## config.mk

```make
export PLATFORM = sky130hd
export DESIGN_NAME = aspd_ram
export DESIGN_NICKNAME = d
export VERILOG_FILES = /design/src/sv/aspd_ram.sv
export SDC_FILE = /design/constraint.sdc
export NUM_CORES = 1
export LEC_CHECK = 0
export BUFFER_PORTS_ARGS = -buffer_cell sky130_fd_sc_hd__buf_2
export CAP_MARGIN = 40
export CORE_MARGIN = 5
export CORE_UTILIZATION = 65
export DETAILED_ROUTE_END_ITERATION = 8
export MAX_ROUTING_LAYER = met4
export PLACE_DENSITY = 0.82
export SYNTH_ARGS = -nofsm -noshare
export SYNTH_HDL_FRONTEND = slang
export SYNTH_SLANG_ARGS = --single-unit
```

## constraint.sdc

```tcl
create_clock -name i_clk -period 3.53 [get_ports i_clk]
set_clock_uncertainty 0.05 [all_clocks]
set_input_delay 0.353 -clock i_clk [delete_from_list [all_inputs] [get_ports i_clk]]
set_output_delay 0.353 -clock i_clk [all_outputs]
set_load 0.01 [all_outputs]
```

## src/sv/aspd_ram.sv

```systemverilog
// Generic single-port-write, single-port-read RAM with a registered read.
// Depends on nothing; used for the bitmap, attribute and palette stores.
`timescale 1ns / 1ps

module aspd_ram #(
    parameter int WIDTH = 8,
    parameter int DEPTH = 64
) (
    input  logic                     i_clk,
    input  logic                     i_we,
    input  logic [$clog2(DEPTH)-1:0] i_waddr,
    input  logic [WIDTH-1:0]         i_wdata,
    input  logic                     i_re,
    input  logic [$clog2(DEPTH)-1:0] i_raddr,
    output logic [WIDTH-1:0]         o_rdata
);

    logic [WIDTH-1:0] r_mem [DEPTH];
    logic [WIDTH-1:0] r_rdata;

    // A read in the same cycle as a write to the same entry returns the old word.
    always_ff @(posedge i_clk) begin
        if (i_we) begin
            r_mem[i_waddr] <= i_wdata;
        end
        if (i_re) begin
            r_rdata <= r_mem[i_raddr];
        end
    end

    assign o_rdata = r_rdata;

endmodule

```

==> impl_results.md, run 1 <==
- Mapped Nets: 963
- Port Buf Inserts: 30
- Final period util: 0.669
- Seq/Total Area, Yosys: 0.771
- TritonRoute pass-1 iters: 7
- Asr flop ratio synth: 0
- Worst EP arrival: about 2.6 ns
- CP Launch Type: primary input
- Min Tclk post-route: 2.36 ns
- CP Max Fanout: 46
- Met1 usage: 0.375
- Post-layout util: 0.736
- Top delay family on crit path: compound AO/OA/AOI/OAI gates
- CP max stage delay: 0.63 ns
- Routed vias/inst: 6.95
- Die H: about 190 um
- Global Route Usage Sum: 0.265
- Bufs and invs on worst path: 2
- Die area: ~35000 um2
- GRT overflow: 0
- Max Clock Freq: 424 MHz
- Top post-synthesis cells by area: edfxtp_1, mux4_2, nor2_1
- Max-Cap Viols: 0
- Slowest-stage cell, CP: a2111oi_0
- Gpl congestion: around 0.87
- WS Path Type: primary input to register
- Max_slew headroom: 0.352
- Core Footprint: 30700 um2
- Drt total wl: 44500 um
- Initial Util: 0.660
- Hold Vio Cnt, Final: 0
- Reg clk slew, reported paths: about 0.07 ns
- Clock buffer depth: 3
- Die X: 186 um
- Mean Syn Cell Area: 21.5 um2
- First-pass GRT wire length: 66600 um
- Top-area cell type share of the netlist area: 0.771
- Synth Register Bits: 520
- Post-CTS setup buffer count: 0
- Clock net sink count: 520
- Switching share of power: 0.203
- Design Power: between 10 and 15 mW
- DRC violations left: 0
- Cts hold-fix bufs: 0
- EDFF count, synth: 520
- Most used DFF post-synth: edfxtp_1
- Worst EP required: 3.76 ns
- Post-Syn Area: approximately 20000 um2
- Dpl cells: 1352
- H-Tree Depth: 2
- Combinational Power Share: 0.051
- Setup TNS: 0 ns
- Gr busiest metal: met2
- Clock buffer count from CTS: 49
- Final cell count without fillers: 1445
- Skew-Pair Late Insertion Delay: around 0.55 ns
- Netlist cell types: 39
- Post-Synthesis Cells: 940
- P&R area growth vs syn: 11.5%
- Slew @ Worst Pin: about 0.97 ns
- CTS tree: yes
- Initial antenna violation count: 3
- Most frequent cells after synthesis: edfxtp_1, mux4_2, nor2_1, mux2i_1, nand2_1
- Reg power frac: 0.546
- Site row count: 64
- HPWL Detailed: 26900 um
- Initial DRC count: around 1300
- Pin count of the biggest net entering global routing: 53
- Internal power: 10.0 mW
- Yosys warning total: 0
- RSZ-0062 raised after global routing: no
- Count leader, synth: edfxtp_1
- Layout cell share with drive strength beyond 1: 0.266
- NumNets Final: 1033
- Final setup fails: 0
- Fin. max-slew vios: 0
- Post-synth top area cell: edfxtp_1
- Boundary Pins: 31
- WL per Instance: 30.8 um
- Vias: 10000
- Fin Hold WS: 0.123 ns
- Hold/Removal Path Class: primary input to register
- Number of gates resized after CTS: 0
- Post-route ant nets: 0
- VDD IR max: between 0.0004 and 0.0005 V
- Root buffer cell: clkbuf_16
- M2 GR Usage: 0.410
- Part of the power in the clock network: 0.403
- Cell area power density: 557 nW/um2
- Critical path, cell by cell: clkbuf_8 -> buf_4 -> mux4_2 -> nor2b_1 -> a2111oi_0 -> o41ai_1
- Leakage: 7.09 nW
- Vias in the first global route: 10100
- GR met3 Demand/Resource: 0.0547
- Crit end category: register
- Net Sw Power: 2.55 mW
- Fillers: between 1500 and 2000
- Status: completed
-- area by class of cell --
type,count,area (um2),area share
Multi-Input combinational cell,369,4320,0.191
Clock buffer,61,1270,0.0563
Tap cell,396,495,0.0220
Sequential cell,520,15600,0.692
Timing Repair Buffer,70,612,0.0271
Clock inverter,26,255,0.0113
Antenna cell,3,7.51,0.000333
-- metrics by stage --
step / worst slack, ns / instance area [um2]
finish: 1.17 / 22600
global route: 0.975 / 22600
CTS: 1.18 / 22500
detailed placement: 0.603 / 21000
global placement: 0.623 / 20900
floorplan: 1.32 / 20200
-- path summary, 6_finish.rpt --
path	startpoint	endpoint	slack, ns	cells past startpoint
setup / recovery	i_raddr[0]	o_rdata[3]	1.17	6
hold / removal	i_re	o_rdata[7]	0.12	1
hold reg to reg	r_mem[4][7]	o_rdata[7]	0.90	4
setup reg to reg	r_mem[29][6]	o_rdata[6]	1.40	5
-- state kept, by name, indices dropped and copies added (netlist names) --
| name | flops |
|---|---|
| o_rdata | 8 |
| r_mem | 512 |
-- routing by layer --
metal,part of all wire,up-vias
li1,-,4089
met1,0.38,5168
met2,0.50,682
met3,0.10,98
met4,0.027,0
met5,0,-
-- kinds of logic after synthesis --
logic type	Yosys count	synth area share
compound gates	54	0.0206
buf+inv	51	0.0156
flops	520	0.771
mux	162	0.159
simple gates	153	0.0337
-- power by group through the flow --
stage | registers, mW | logic [mW] | clock network, mW
floorplan | 6.99 | 0.364 | 0
global placement | 7.00 | 0.594 | 0
detailed placement | 6.99 | 0.631 | 0
CTS | 6.86 | 0.640 | 5.11
global route | 6.86 | 0.680 | 5.39
finish | 6.86 | 0.641 | 5.06
-- layout by cell type, fill, tap and decap left out, types with 4 or more instances in the layout --
| cell | n |
|---|---|
| a211oi_1 | 4 |
| a221oi_1 | 6 |
| buf_12 | 7 |
| buf_2 | 27 |
| buf_4 | 32 |
| bufinv_16 | 5 |
| clkbuf_1 | 12 |
| clkbuf_16 | 49 |
| clkinv_1 | 8 |
| clkinv_2 | 10 |
| edfxtp_1 | 520 |
| mux2_2 | 13 |
| mux2i_1 | 23 |
| mux4_2 | 126 |
| nand2_1 | 19 |
| nand2b_1 | 7 |
| nand3_1 | 13 |
| nor2_1 | 83 |
| nor2b_1 | 14 |
| nor3_1 | 7 |
| o221ai_1 | 8 |
| o22ai_1 | 8 |
(Power assumes the default switching activity.)
==> run 2, diff against run 1 <==
--- a/config.mk
+++ b/config.mk
@@ -8,10 +8,10 @@
 export BUFFER_PORTS_ARGS = -buffer_cell sky130_fd_sc_hd__buf_2
 export CAP_MARGIN = 40
 export CORE_MARGIN = 5
-export CORE_UTILIZATION = 65
+export CORE_UTILIZATION = 56
 export DETAILED_ROUTE_END_ITERATION = 8
 export MAX_ROUTING_LAYER = met4
-export PLACE_DENSITY = 0.82
+export PLACE_DENSITY = 0.75
 export SYNTH_ARGS = -nofsm -noshare
 export SYNTH_HDL_FRONTEND = slang
 export SYNTH_SLANG_ARGS = --single-unit
==> constraint.sdc (replaced) <==
create_clock -name i_clk -period 2 [get_ports i_clk]
set_clock_uncertainty 0.05 [all_clocks]
set_input_delay 0.2 -clock i_clk [delete_from_list [all_inputs] [get_ports i_clk]]
set_output_delay 0.2 -clock i_clk [all_outputs]
set_load 0.01 [all_outputs]
==> impl_results.md, run 2 (synthesis gave the netlist of run 1 again) <==
- Die X: 200 um (+7.3%)
- Site row count: 69 (+7.8%)
- Fin. max-slew vios: 0 (unchanged)
- Most frequent cells in the layout: edfxtp_1, buf_4, mux4_2, nor2_1, clkbuf_16
- First-pass GRT wire length: 68700 um (+3.2%)
- Final WS setup: -0.0315 ns (-1.20 ns)
- Skew-Pair Late Insertion Delay: 0.57 ns (+0.02 ns)
- Slew @ Worst Pin: 0.693 ns (-0.276 ns)
- Post-CTS setup buffer count: 0 (unchanged)
- Gr busiest metal: met2
- Final period util: 1.02
- Vias: 10300 (+2.4%)
- Setup slack at placement: -0.594 ns (-1.20 ns)
- Hold/Removal Path Class: primary input to register
- H-Tree Depth: 2 (unchanged)
- CP Max Fanout: 1 (-98%)
- Violations in the final reports: setup timing
- P&R area growth vs syn: 18.1%
- VDD IR max: 0.000777 V (+81%)
- DRC violations left: 0 (unchanged)
- CP Launch Type: register
- Routed vias/inst: 6.28 (-9.5%)
- Fin Hold WS: 0.0650 ns (-0.0580 ns)
- Vias in the first global route: 10500 (+4.4%)
- HPWL Detailed: 29000 um (+7.8%)
- Reg clk slew, reported paths: 0.06 ns (about the same)
- M2 GR Usage: 0.367 (-0.0427)
- Initial Util: 0.568 (-0.0923)
- WL per Instance: 28.0 um (-9.1%)
- Die area: 40100 um2 (+15%)
- Post-route ant nets: 0 (unchanged)
- Max-Cap Viols: 0 (unchanged)
- Die H: 200 um (+7.3%)
- Dpl cells: 1536 (+14%)
- GR met3 Demand/Resource: 0.0430 (-0.0117)
- Leakage: 7.84 nW (+11%)
- Drt total wl: 45800 um (+2.9%)
- Clock buffer depth: 3 (unchanged)
- Boundary Pins: 31 (unchanged)
- WS Path Type: register to register
- Max_slew headroom: 0.538 (+0.186)
- Clock net sink count: 520 (unchanged)
- Initial antenna violation count: 5 (+2)
- Biggest register: r_mem
- Most common cell after layout, fill and taps aside: edfxtp_1
- Largest register FFs: 512 (unchanged)
- Worst EP arrival: 2.29 ns (-0.30 ns)
- NumNets Final: 1151 (+11%)
- Final Instance Area: 23900 um2 (+5.9%)
- Crit end category: register
- Layout cell share with drive strength beyond 1: 0.356 (+0.0906)
- RSZ-0062 raised after global routing: yes
- TritonRoute pass-1 iters: 5 (-2)
- Max Clock Freq: between 400 and 500 MHz
- Clock buffer count from CTS: 50 (+2.0%)
- Global Route Usage Sum: 0.236 (-0.0293)
- Worst EP required: 2.26 ns (-1.50 ns)
- Status: finished with violations
- Placed inst area: 22200 um2 (+5.4%)
- Root buffer cell: clkbuf_16
- Port Buf Inserts: 30 (unchanged)
- Core Footprint: 35700 um2 (+16%)
- Initial DRC count: 1208 (-9.6%)
- Gpl congestion: 0.834 (-3.9%)
- GRT overflow: 0 (unchanged)
- Pin count of the biggest net entering global routing: 65 (+23%)
- CTS tree: yes
- Min Tclk post-route: 2.03 ns
- Met1 usage: 0.327 (-0.0487)
- Final cell count without fillers: 1636 (+13%)
- Setup TNS: -0.0315 ns (-0.0315 ns)
- Hold Vio Cnt, Final: 0 (unchanged)
- Cell area power density: 945 nW/um2 (+70%)
- Fillers: 2174 (+35%)
- Final setup fails: 1 (+1)
==> run 2: per-layer routing <==
layer  vias up  part of all wire
met5         -                 0
met4         0             0.028
met3        90             0.083
met2       502              0.49
met1      5369              0.39
li1       4320                 -
==> run 2: metrics by stage <==
step	power [mW]	util
detailed placement	13.6	0.621
CTS	22.7	0.669
global route	23.3	0.671
global placement	13.6	0.620
finish	22.6	0.671
floorplan	13.0	-
==> run 2: what timing repair did <==
item | in CTS | in global routing
hold endpoints to repair | 8 | 0
pin swaps | 7 | 3
hold buffers | 1 | 0
resized for setup | 21 | 7
setup endpoints to repair | 8 | 6
==> run 2: final timing paths <==
kind,from,slack (ns),cells past startpoint,to
min,i_wdata[1],0.06,2,r_mem[23][1]
min reg2reg,r_mem[22][1],0.93,4,o_rdata[1]
max,r_mem[29][6],-0.03,5,o_rdata[6]
max reg2reg,r_mem[29][6],-0.03,5,o_rdata[6]
==> run 2: power breakdown <==
group	leakage, nW	internal, mW	total (mW)	switching [mW]
logic	2.36	0.575	1.31	0.739
clock network	0.790	5.22	9.16	3.94
registers	4.69	12.1	12.1	0.0372
total	7.84	17.9	22.6	4.72
==> run 2: layout make-up <==
type | count | area (um2) | area share
flip-flops and latches | 520 | 15600 | 0.653
multi-input cells | 369 | 4460 | 0.186
repair buffers | 187 | 1660 | 0.0693
clock buffers | 62 | 1360 | 0.0569
well taps | 461 | 577 | 0.0241
clock inverters | 32 | 235 | 0.00984
diodes | 5 | 12.5 | 0.000523
==> run 2: worst max-delay path: stages, from the launching register on <==
cell      delay, ns
edfxtp_1       0.37
mux4_2         0.50
mux2_4         0.28
o221a_4        0.27
nor3_4         0.20
o32ai_2        0.11
